===== src/rtl/core/assert_macros.svh =====
// Assertion helpers for the compensation core.
`ifndef ASSERT_MACROS_SVH
`define ASSERT_MACROS_SVH
`ifndef SYNTHESIS
`define CHK_IMPLY(lbl, clk, rst, ante, cons) \
   lbl: assert property (@(posedge clk) disable iff (rst) (ante) |-> (cons)) \
      else $error("assertion failed");
`define CHK_NEXT(lbl, clk, rst, ante, cons) \
   lbl: assert property (@(posedge clk) disable iff (rst) (ante) |=> (cons)) \
      else $error("assertion failed");
`else
`define CHK_IMPLY(lbl, clk, rst, ante, cons)
`define CHK_NEXT(lbl, clk, rst, ante, cons)
`endif
`endif


===== src/rtl/core/btpc_pkg.sv =====
package btpc_pkg;

   localparam int unsigned RAW_W = 19;
   localparam int unsigned WORD_W = 32;

   // register indexes on the csr channel
   localparam logic [2:0] CSR_OSS = 3'd0;
   localparam logic [2:0] CSR_A1 = 3'd1;
   localparam logic [2:0] CSR_A2 = 3'd2;
   localparam logic [2:0] CSR_A3 = 3'd3;
   localparam logic [2:0] CSR_A4 = 3'd4;
   localparam logic [2:0] CSR_A5A6 = 3'd5;
   localparam logic [2:0] CSR_B1B2 = 3'd6;
   localparam logic [2:0] CSR_MCMD = 3'd7;

   localparam logic KIND_TEMP = 1'b0;

   localparam logic [31:0] TEMP_OFS = 32'd4000;
   localparam logic [31:0] HALF_SCALE = 32'd32768;
   localparam logic [31:0] PRESS_K = 32'd50000;
   localparam logic [31:0] POLY_A = 32'd3038;
   localparam logic [31:0] POLY_B = 32'hFFFF_E343; // -7357
   localparam logic [31:0] POLY_C = 32'd3791;

   // datapath step codes, in sequence order
   typedef enum logic [4:0] {
      OP_NONE,
      T_MUL, T_X1, T_DEN, T_FIN,
      P_B6, P_SQMUL, P_SQ, P_X1MUL, P_X2MUL, P_B3, P_X2B, P_X3,
      P_B4MUL, P_B4, P_B7MUL, P_B7, P_PFIX, P_PSQ, P_P3038, P_X1C, P_FIN
   } op_type;

   typedef enum logic [1:0] {
      S_IDLE, S_RUN, S_DIV, S_OUT
   } state_type;

   typedef struct packed {
      op_type op;
      logic   load;
      logic   div_start;
   } cmd_type;

   typedef struct packed {
      logic den_zero;
      logic b4_zero;
      logic div_done;
   } sts_type;

   function automatic logic [31:0] asr(input logic [31:0] x, input logic [4:0] n);
      asr = $signed(x) >>> n;
   endfunction

   function automatic logic [31:0] sx16(input logic [15:0] x);
      sx16 = {{16{x[15]}}, x};
   endfunction

endpackage


===== src/rtl/core/baro_temp_pressure_compensation.sv =====
// Temperature and pressure requests each run as a sequence of datapath steps.
// The steps use the 32-step radix-2 divider and the one shared 32x32 multiplier.
// One request at a time: a new one is accepted only after the previous result is taken.
// Reset (synchronous, active high) clears calibration registers, oversampling
// and the kept temperature term to zero.
`include "assert_macros.svh"
module baro_temp_pressure_compensation
   import btpc_pkg::*;
(
   input  logic        clock,
   input  logic        reset,
   input  logic        req_tvalid,
   output logic        req_tready,
   input  logic [23:0] req_tdata,  // [18:0] raw_value, zero pad
   input  logic [0:0]  req_tuser,  // [0] action
   output logic        rsp_tvalid,
   input  logic        rsp_tready,
   output logic [31:0] rsp_tdata,  // [31:0] value
   output logic [1:0]  rsp_tuser,  // [0] kind, [1] divide_error
   input  logic        csr_valid,
   output logic        csr_ready,
   input  logic [2:0]  csr_index,
   input  logic [31:0] csr_wdata
);

   cmd_type cmd;
   sts_type sts;
   logic    kind, err;

   assign csr_ready = 1'b1;

   btpc_ctrl u_ctrl (
      .clock      (clock),
      .reset      (reset),
      .req_valid  (req_tvalid),
      .req_action (req_tuser[0]),
      .req_ready  (req_tready),
      .rsp_valid  (rsp_tvalid),
      .rsp_ready  (rsp_tready),
      .sts        (sts),
      .cmd        (cmd)
   );

   btpc_dp u_dp (
      .clock     (clock),
      .reset     (reset),
      .cmd       (cmd),
      .sts       (sts),
      .in_action (req_tuser[0]),
      .in_raw    (req_tdata[RAW_W-1:0]),
      .csr_we    (csr_valid),
      .csr_idx   (csr_index),
      .csr_data  (csr_wdata),
      .out_kind  (kind),
      .out_value (rsp_tdata),
      .out_err   (err)
   );

   assign rsp_tuser = {err, kind};

   // no new request while a result waits, and work never overlaps a result
   `CHK_IMPLY(a_no_req_with_rsp, clock, reset, rsp_tvalid, !req_tready)
   `CHK_NEXT(a_load_starts_work, clock, reset, cmd.load, !rsp_tvalid)
   `CHK_IMPLY(a_div_start_busy, clock, reset, cmd.div_start, !rsp_tvalid && !req_tready)

endmodule


===== src/rtl/core/btpc_div.sv =====
module btpc_div
   import btpc_pkg::*;
(
   input  logic        clock,
   input  logic        reset,
   input  logic        start,
   input  logic [31:0] dividend,
   input  logic [31:0] divisor,
   output logic [31:0] quotient,
   output logic        done
);

   logic [31:0] rem_ff, quo_ff, dvs_ff;
   logic [4:0]  cnt_ff;
   logic        busy_ff, done_ff;
   logic [32:0] rem_sh, diff;
   logic        ge;

   // one restoring step per cycle
   always_comb begin
      rem_sh = {rem_ff, quo_ff[31]};
      diff = rem_sh - {1'b0, dvs_ff};
      ge = ~diff[32];
   end

   always_ff @(posedge clock) begin
      if (reset) begin
         busy_ff <= 1'b0;
         done_ff <= 1'b0;
         cnt_ff <= '0;
      end else begin
         done_ff <= busy_ff && (cnt_ff == 5'd31);
         if (start) begin
            busy_ff <= 1'b1;
            cnt_ff <= '0;
         end else if (busy_ff) begin
            cnt_ff <= cnt_ff + 5'd1;
            if (cnt_ff == 5'd31) busy_ff <= 1'b0;
         end
      end
   end

   always_ff @(posedge clock) begin
      if (start) begin
         rem_ff <= '0;
         quo_ff <= dividend;
         dvs_ff <= divisor;
      end else if (busy_ff) begin
         rem_ff <= ge ? diff[31:0] : rem_sh[31:0];
         quo_ff <= {quo_ff[30:0], ge};
      end
   end

   assign quotient = quo_ff;
   assign done = done_ff;

endmodule


===== src/rtl/core/btpc_dp.sv =====
module btpc_dp
   import btpc_pkg::*;
(
   input  logic             clock,
   input  logic             reset,
   input  cmd_type          cmd,
   output sts_type          sts,
   input  logic             in_action,
   input  logic [RAW_W-1:0] in_raw,
   input  logic             csr_we,
   input  logic [2:0]       csr_idx,
   input  logic [31:0]      csr_data,
   output logic             out_kind,
   output logic [31:0]      out_value,
   output logic             out_err
);

   logic [1:0]  oss_ff;
   logic [15:0] a1_ff, a2_ff, a3_ff, a4_ff;
   logic [31:0] a5a6_ff, b1b2_ff, mcmd_ff;

   logic [RAW_W-1:0] raw_ff;
   logic        kind_ff, err_ff, neg_ff, pmsb_ff;
   logic [31:0] temp_term_ff, mul_ff, x1_ff, sq_ff, b6_ff, b3_ff, b4_ff, p_ff, val_ff;

   logic [31:0] mul_a, mul_b, mul_in, raw_w, den, num, q, b5, quo;
   logic [31:0] div_a, div_b, b3_sum;
   logic        div_done;

   // configuration registers
   always_ff @(posedge clock) begin
      if (reset) begin
         oss_ff <= '0;
         a1_ff <= '0;
         a2_ff <= '0;
         a3_ff <= '0;
         a4_ff <= '0;
         a5a6_ff <= '0;
         b1b2_ff <= '0;
         mcmd_ff <= '0;
      end else if (csr_we) begin
         unique case (csr_idx)
            CSR_OSS:  oss_ff <= csr_data[1:0];
            CSR_A1:   a1_ff <= csr_data[15:0];
            CSR_A2:   a2_ff <= csr_data[15:0];
            CSR_A3:   a3_ff <= csr_data[15:0];
            CSR_A4:   a4_ff <= csr_data[15:0];
            CSR_A5A6: a5a6_ff <= csr_data;
            CSR_B1B2: b1b2_ff <= csr_data;
            CSR_MCMD: mcmd_ff <= csr_data;
            default:  ;
         endcase
      end
   end

   // combinational terms
   always_comb begin
      raw_w = {{(WORD_W-RAW_W){1'b0}}, raw_ff};
      den = x1_ff + sx16(mcmd_ff[15:0]);
      num = sx16(mcmd_ff[31:16]) << 11;
      q = neg_ff ? (32'd0 - quo) : quo;
      b5 = x1_ff + q;
      b3_sum = (sx16(a1_ff) << 2) + x1_ff + asr(mul_ff, 5'd11);
      div_b = b4_ff;
      if (cmd.op == T_DEN) begin
         div_a = num[31] ? (32'd0 - num) : num;
         div_b = den[31] ? (32'd0 - den) : den;
      end else begin
         div_a = mul_ff[31] ? mul_ff : {mul_ff[30:0], 1'b0};
      end
   end

   // shared multiplier operands
   always_comb begin
      mul_a = mul_ff;
      mul_b = mul_ff;
      unique case (cmd.op)
         T_MUL: begin
            mul_a = raw_w - {16'd0, a5a6_ff[15:0]};
            mul_b = {16'd0, a5a6_ff[31:16]};
         end
         P_SQMUL: begin mul_a = b6_ff; mul_b = b6_ff; end
         P_X1MUL: begin mul_a = sx16(b1b2_ff[15:0]); mul_b = sq_ff; end
         P_X2MUL: begin mul_a = sx16(a2_ff); mul_b = b6_ff; end
         P_B3:    begin mul_a = sx16(a3_ff); mul_b = b6_ff; end
         P_X2B:   begin mul_a = sx16(b1b2_ff[31:16]); mul_b = sq_ff; end
         P_B4MUL: begin mul_a = {16'd0, a4_ff}; mul_b = x1_ff + HALF_SCALE; end
         P_B7MUL: begin mul_a = raw_w - b3_ff; mul_b = PRESS_K >> oss_ff; end
         P_PSQ:   begin mul_a = asr(p_ff, 5'd8); mul_b = asr(p_ff, 5'd8); end
         P_P3038: begin mul_a = mul_ff; mul_b = POLY_A; end
         P_X1C:   begin mul_a = POLY_B; mul_b = p_ff; end
         default: ;
      endcase
      mul_in = mul_a * mul_b;
   end

   // datapath registers
   always_ff @(posedge clock) begin
      if (reset) begin
         temp_term_ff <= '0;
      end else if (cmd.op == T_FIN) begin
         temp_term_ff <= b5;
      end
   end

   always_ff @(posedge clock) begin
      if (cmd.load) begin
         raw_ff <= in_raw;
         kind_ff <= in_action;
      end
      mul_ff <= mul_in;
      unique case (cmd.op)
         T_X1:  x1_ff <= asr(mul_ff, 5'd15);
         T_DEN: begin
            neg_ff <= num[31] ^ den[31];
            if (den == 32'd0) begin
               val_ff <= '0;
               err_ff <= 1'b1;
            end
         end
         T_FIN: begin
            val_ff <= asr(b5 + 32'd8, 5'd4);
            err_ff <= 1'b0;
         end
         P_B6:    b6_ff <= temp_term_ff - TEMP_OFS;
         P_SQ:    sq_ff <= asr(mul_ff, 5'd12);
         P_X2MUL: x1_ff <= asr(mul_ff, 5'd11);
         P_B3:    b3_ff <= asr((b3_sum << oss_ff) + 32'd2, 5'd2);
         P_X2B:   x1_ff <= asr(mul_ff, 5'd13);
         P_X3:    x1_ff <= asr(x1_ff + asr(mul_ff, 5'd16) + 32'd2, 5'd2);
         P_B4:    b4_ff <= mul_ff >> 15;
         P_B7MUL: begin
            if (b4_ff == 32'd0) begin
               val_ff <= '0;
               err_ff <= 1'b1;
            end
         end
         P_B7:    pmsb_ff <= mul_ff[31];
         P_PFIX:  p_ff <= pmsb_ff ? {quo[30:0], 1'b0} : quo;
         P_X1C:   x1_ff <= asr(mul_ff, 5'd16);
         P_FIN: begin
            val_ff <= p_ff + asr(x1_ff + asr(mul_ff, 5'd16) + POLY_C, 5'd4);
            err_ff <= 1'b0;
         end
         default: ;
      endcase
   end

   btpc_div u_div (
      .clock    (clock),
      .reset    (reset),
      .start    (cmd.div_start),
      .dividend (div_a),
      .divisor  (div_b),
      .quotient (quo),
      .done     (div_done)
   );

   assign sts.den_zero = (den == 32'd0);
   assign sts.b4_zero = (b4_ff == 32'd0);
   assign sts.div_done = div_done;

   assign out_kind = kind_ff;
   assign out_value = val_ff;
   assign out_err = err_ff;

endmodule


===== src/rtl/core/btpc_ctrl.sv =====
module btpc_ctrl
   import btpc_pkg::*;
(
   input  logic    clock,
   input  logic    reset,
   input  logic    req_valid,
   input  logic    req_action,
   output logic    req_ready,
   output logic    rsp_valid,
   input  logic    rsp_ready,
   input  sts_type sts,
   output cmd_type cmd
);

   state_type state_ff, state_in;
   op_type    op_ff, op_in;

   always_ff @(posedge clock) begin
      if (reset) begin
         state_ff <= S_IDLE;
         op_ff <= OP_NONE;
      end else begin
         state_ff <= state_in;
         op_ff <= op_in;
      end
   end

   // next state and next step
   always_comb begin
      state_in = state_ff;
      op_in = op_ff;
      unique case (state_ff)
         S_IDLE: begin
            if (req_valid) begin
               state_in = S_RUN;
               op_in = (req_action == KIND_TEMP) ? T_MUL : P_B6;
            end
         end
         S_RUN: begin
            priority if (op_ff == T_DEN) begin
               if (sts.den_zero) begin
                  state_in = S_OUT;
               end else begin
                  state_in = S_DIV;
                  op_in = T_FIN;
               end
            end else if (op_ff == P_B7MUL && sts.b4_zero) begin
               state_in = S_OUT;
            end else if (op_ff == P_B7) begin
               state_in = S_DIV;
               op_in = P_PFIX;
            end else if (op_ff == T_FIN || op_ff == P_FIN) begin
               state_in = S_OUT;
            end else begin
               op_in = op_type'(op_ff + 5'd1);
            end
         end
         S_DIV: begin
            if (sts.div_done) state_in = S_RUN;
         end
         S_OUT: begin
            if (rsp_ready) begin
               state_in = S_IDLE;
               op_in = OP_NONE;
            end
         end
         default: state_in = S_IDLE;
      endcase
   end

   // command outputs
   always_comb begin
      cmd.op = (state_ff == S_RUN) ? op_ff : OP_NONE;
      cmd.load = (state_ff == S_IDLE) && req_valid;
      cmd.div_start = (state_ff == S_RUN) &&
                      ((op_ff == T_DEN && !sts.den_zero) || op_ff == P_B7);
      req_ready = (state_ff == S_IDLE);
      rsp_valid = (state_ff == S_OUT);
   end

endmodule

===== config.mk =====
export PLATFORM = sky130hd
export DESIGN_NAME = baro_temp_pressure_compensation
export DESIGN_NICKNAME = d
export VERILOG_FILES = /design/src/rtl/core/btpc_pkg.sv /design/src/rtl/core/baro_temp_pressure_compensation.sv /design/src/rtl/core/btpc_div.sv /design/src/rtl/core/btpc_dp.sv /design/src/rtl/core/btpc_ctrl.sv
export VERILOG_INCLUDE_DIRS = /design/src /design/src/rtl/core
export SDC_FILE = /design/constraint.sdc
export NUM_CORES = 2
export LEC_CHECK = 0
export ABC_CLOCK_PERIOD_IN_PS = 15130
export BUFFER_PORTS_ARGS = -buffer_cell sky130_fd_sc_hd__buf_2
export CAP_MARGIN = 20
export CORE_ASPECT_RATIO = 0.75
export CORE_UTILIZATION = 45
export DETAILED_ROUTE_END_ITERATION = 8
export MAX_ROUTING_LAYER = met4
export PLACE_DENSITY = 0.58
export SLEW_MARGIN = 20
export SYNTH_ARGS = -nofsm -noshare
export SYNTH_HDL_FRONTEND = slang
export SYNTH_HIERARCHICAL = 1
export SYNTH_SLANG_ARGS = --single-unit

===== constraint.sdc =====
create_clock -name clock -period 15.13 [get_ports clock]
set_clock_uncertainty 0.1 [all_clocks]
set_input_delay 0 -clock clock [delete_from_list [all_inputs] [get_ports clock]]
set_output_delay 0 -clock clock [all_outputs]
set_load 0.005 [all_outputs]

==> results.cfg <==
[critical_path]
worstPathArrival_ns = 13.19
critPathCaptureType = register
rrSetupSlack_ns = 2.38
cp_slowest_cell = o22a_1
critPathRequiredTime_ns = 15.57
crit_end = u_dp/mul_ff[31]
worstSetupStartpointType = register
critical_path_class = reg -> reg
crit_start = u_ctrl/state_ff[1]
rr_endpoint = u_dp/mul_ff[31]
slowest_delay_ns = 1.02
cp_max_fo = 35
rr_worst_depth = 34
reg2reg_from = u_ctrl/state_ff[1]

[clock_tree]
cts_sinks = 552
cts_buffers = 60
cts_resized = 0
clk_path_buf_depth = 3
cts_root_buf = clkbuf_16
cts_tree = built
clk_latency_ns = 0.67
clk_pin_slew_ns = 0.07
htreeDepth = 2

[power_and_ir_drop]
powerDensity_mw_per_mm2 = 264.7
power_switching_w = 0.008397
sw_frac_of_total_pct = 51.33
leakage_nw = 25.01
p_int_w = 0.007962
seq_power_share_pct = 11.9
pwr-share-comb_pct = 78.3
ir_drop_v = 0.0009046
total_power_w = 0.01636
pwr-share-clk_pct = 9.8

[synth]
synthArstFlopShare_pct = 0
ys_seq_elements = 552
yosysWarnings = 6
synth_seq_area_share_pct = 24.58
netlist_top_cells_area = fa_1, edfxtp_1, dfxtp_1
synthTopCellsByCount = nand2_1, inv_1, nor2_1
yosys.area.top_type = fa_1
yosysTopAreaCellShare_pct = 15.77
synth_area_per_cell_um2 = 8.530
synth.most_common_cell = nand2_1
syn_area_mm2 = 0.05636
synth_enable_flop_cells = 280
ys.flop_type = edfxtp_1
syn_inst = 6607
synthesis.nets = 7479
yosysUniqueCellTypes = 132

[global_route]
grt_usage_pct = 36.09
grt_pass1_wl_um = 325300
grt_max_degree = 74
top_usage_layer = met1
grt-ovfl-total = 0
use_met2_pct = 46.11
use_met1_pct = 51.99
first_global_vias = 47027
antenna_found_initial = 15
met3_usage_pct = 12.85

[floorplan]
start_util_pct = 45.34
die_x_um = 410.6
die_y_um = 308.5
core_region_area_mm2 = 0.1243
ios = 102
core.rowCount = 112
dieArea_mm2 = 0.1267

[placed_design]
placed_area_mm2 = 0.05876
dpl.hpwl_um = 171900
gp_congestion = 1.014
portBuffers = 95
dp_cells = 8182

[outcome]
status = complete, but fails checks
violations = DRC

[timing]
setup_tns_ns = 0
final-hold-violation-count = 0
slew-limit-headroom_pct = 17.76
tightestPinTransition_ns = 1.223
fmax_ghz = 0.07844
setup_violations = 0
fin_crit_sh_pct = 84.27
finalCriticalPeriod_ns = 12.75
maxSlewViolCount = 0
rsz0062_at_grt = no

[layout]
drive_gt1_share_pct = 7.962
final_cells = 8398
final_area_mm2 = 0.06180
multi_input_area_mm2 = 0.03889
final_util_pct = 49.72
seq_area_mm2 = 0.01386
layout.nets = 7553
areaGrowthSynthToFinish_pct = 9.651
fillers = 11927

[routing]
firstDrtPassIters = 9
drt-wirelength-per-cell_um = 26.78
drt_iter0_drc = 6580
vias = 51032
drc = 14
antenna_left = 0
drt-total-wl_um = 224900
via_per_inst = 6.077

[hold_path]
hold_class = in -> reg

[flow_run]
maxCapViolCount = 0
[power by group through the flow]
stage | clock network (W) | logic [W] | registers [W]
floorplan | 0 | 0.00916 | 0.00193
global placement | 0 | 0.0125 | 0.00198
detailed placement | 0 | 0.0125 | 0.00197
CTS | 0.00162 | 0.0127 | 0.00194
global route | 0.00167 | 0.0142 | 0.00196
finish | 0.00160 | 0.0128 | 0.00195
[flip-flops by register name, summed over array words and instances, names as in the netlist, 32 cells and up]
register,count
u_dp/p_ff,32
u_dp/u_div/dvs_ff,32
u_dp/b6_ff,32
u_dp/temp_term_ff,32
u_dp/u_div/rem_ff,32
u_dp/b1b2_ff,32
u_dp/u_div/quotient,32
u_dp/mcmd_ff,32
u_dp/mul_ff,32
u_dp/a5a6_ff,32
u_dp/out_value,32
[per-stage QoR]
step	hold WS (ns)	worst slack, ns
final	0.005333	2.381
after global routing	0.001088	1.907
after CTS	0.007824	2.583
after detailed placement	0.07887	2.632
after global placement	0.08011	2.664
after floorplan	-0.02800	4.407
[kinds of logic (layout without fill, tap and decap cells)]
family / after synthesis / count (layout) / synth area share, %
AND/OR/NAND/NOR: 2299 / 2299 / 18.65
buffers and inverters: 955 / 1080 / 6.716
XOR/XNOR: 463 / 463 / 7.391
flip-flops: 552 / 552 / 24.58
other: 2 / 15 / 0.01333
AO/OA/AOI/OAI: 1392 / 1392 / 16.20
multiplexers: 137 / 137 / 2.618
adder cells (fa/ha/maj): 807 / 807 / 23.83
[timing repair]
item,in CTS,in global routing
endpoints found under the setup margin,0,0
buffers inserted,0,0
hold buffers,90,0
hold endpoints to repair,240,0
[critical path: cells and delay by family (launching register included)]
family          cells  cell delay (ns)
flops               1             0.37
fa+ha+maj           8             4.05
compound gates      3             1.93
xor+xnor           15             3.60
buf+inv             4             1.00
simple gates        4             1.48
[layout by cell type, fill, tap and decap left out, drive strengths merged, types with 23 or more instances in the layout]
cell type / netlist / final
nor2: 601 / 601
o211ai: 33 / 33
a21o: 78 / 78
a21boi: 23 / 23
nand2b: 66 / 66
buf: 62 / 235
a211oi: 66 / 66
dfxtp: 272 / 272
nor2b: 45 / 45
a31oi: 37 / 37
or2: 32 / 32
a21oi: 434 / 434
clkbuf: 250 / 84
mux2i: 66 / 66
o21bai: 27 / 27
ha: 363 / 363
o21a: 53 / 53
or3: 69 / 69
nand4: 43 / 43
xnor2: 279 / 279
and2: 60 / 60
dlygate4sd3: 1 / 90
a221oi: 26 / 26
nand2: 932 / 932
o22ai: 40 / 40
a22oi: 57 / 57
inv: 641 / 649
edfxtp: 280 / 280
xor2: 176 / 176
o21ai: 269 / 269
and3: 50 / 50
nor4: 45 / 45
a222oi: 39 / 39
nor3: 143 / 143
mux2: 70 / 70
fa: 444 / 444
nand3: 117 / 117
o31ai: 35 / 35
[area by class of cell]
class,instances,share of cell area [%]
diodes,13,0.05264
clock buffers,84,2.980
clock inverters,29,0.4070
inverters,642,3.900
multi-input cells,5100,62.94
flip-flops and latches,552,22.43
well taps,1653,3.347
repair buffers,325,3.938
[how the worst min path moves through the flow]
stage	startpoint	to	cells past startpoint
4_1_cts	req_tdata[13]	u_dp/raw_ff[13]	2
5_1_grt	req_tdata[13]	u_dp/raw_ff[13]	2
6_report	req_tdata[18]	u_dp/raw_ff[18]	2
3_3_place_gp	req_tdata[1]	u_dp/raw_ff[1]	1
2_1_floorplan	reset	u_dp/u_div/done	1
3_5_place_dp	req_tdata[12]	u_dp/raw_ff[12]	1
[metal layers]
metal,wire length [um],vias to the layer above
met5,0,-
met4,7528,0
met3,31950,367
met2,85520,2765
met1,99870,25030
li1,-,22870
(Power assumes the default switching activity.)
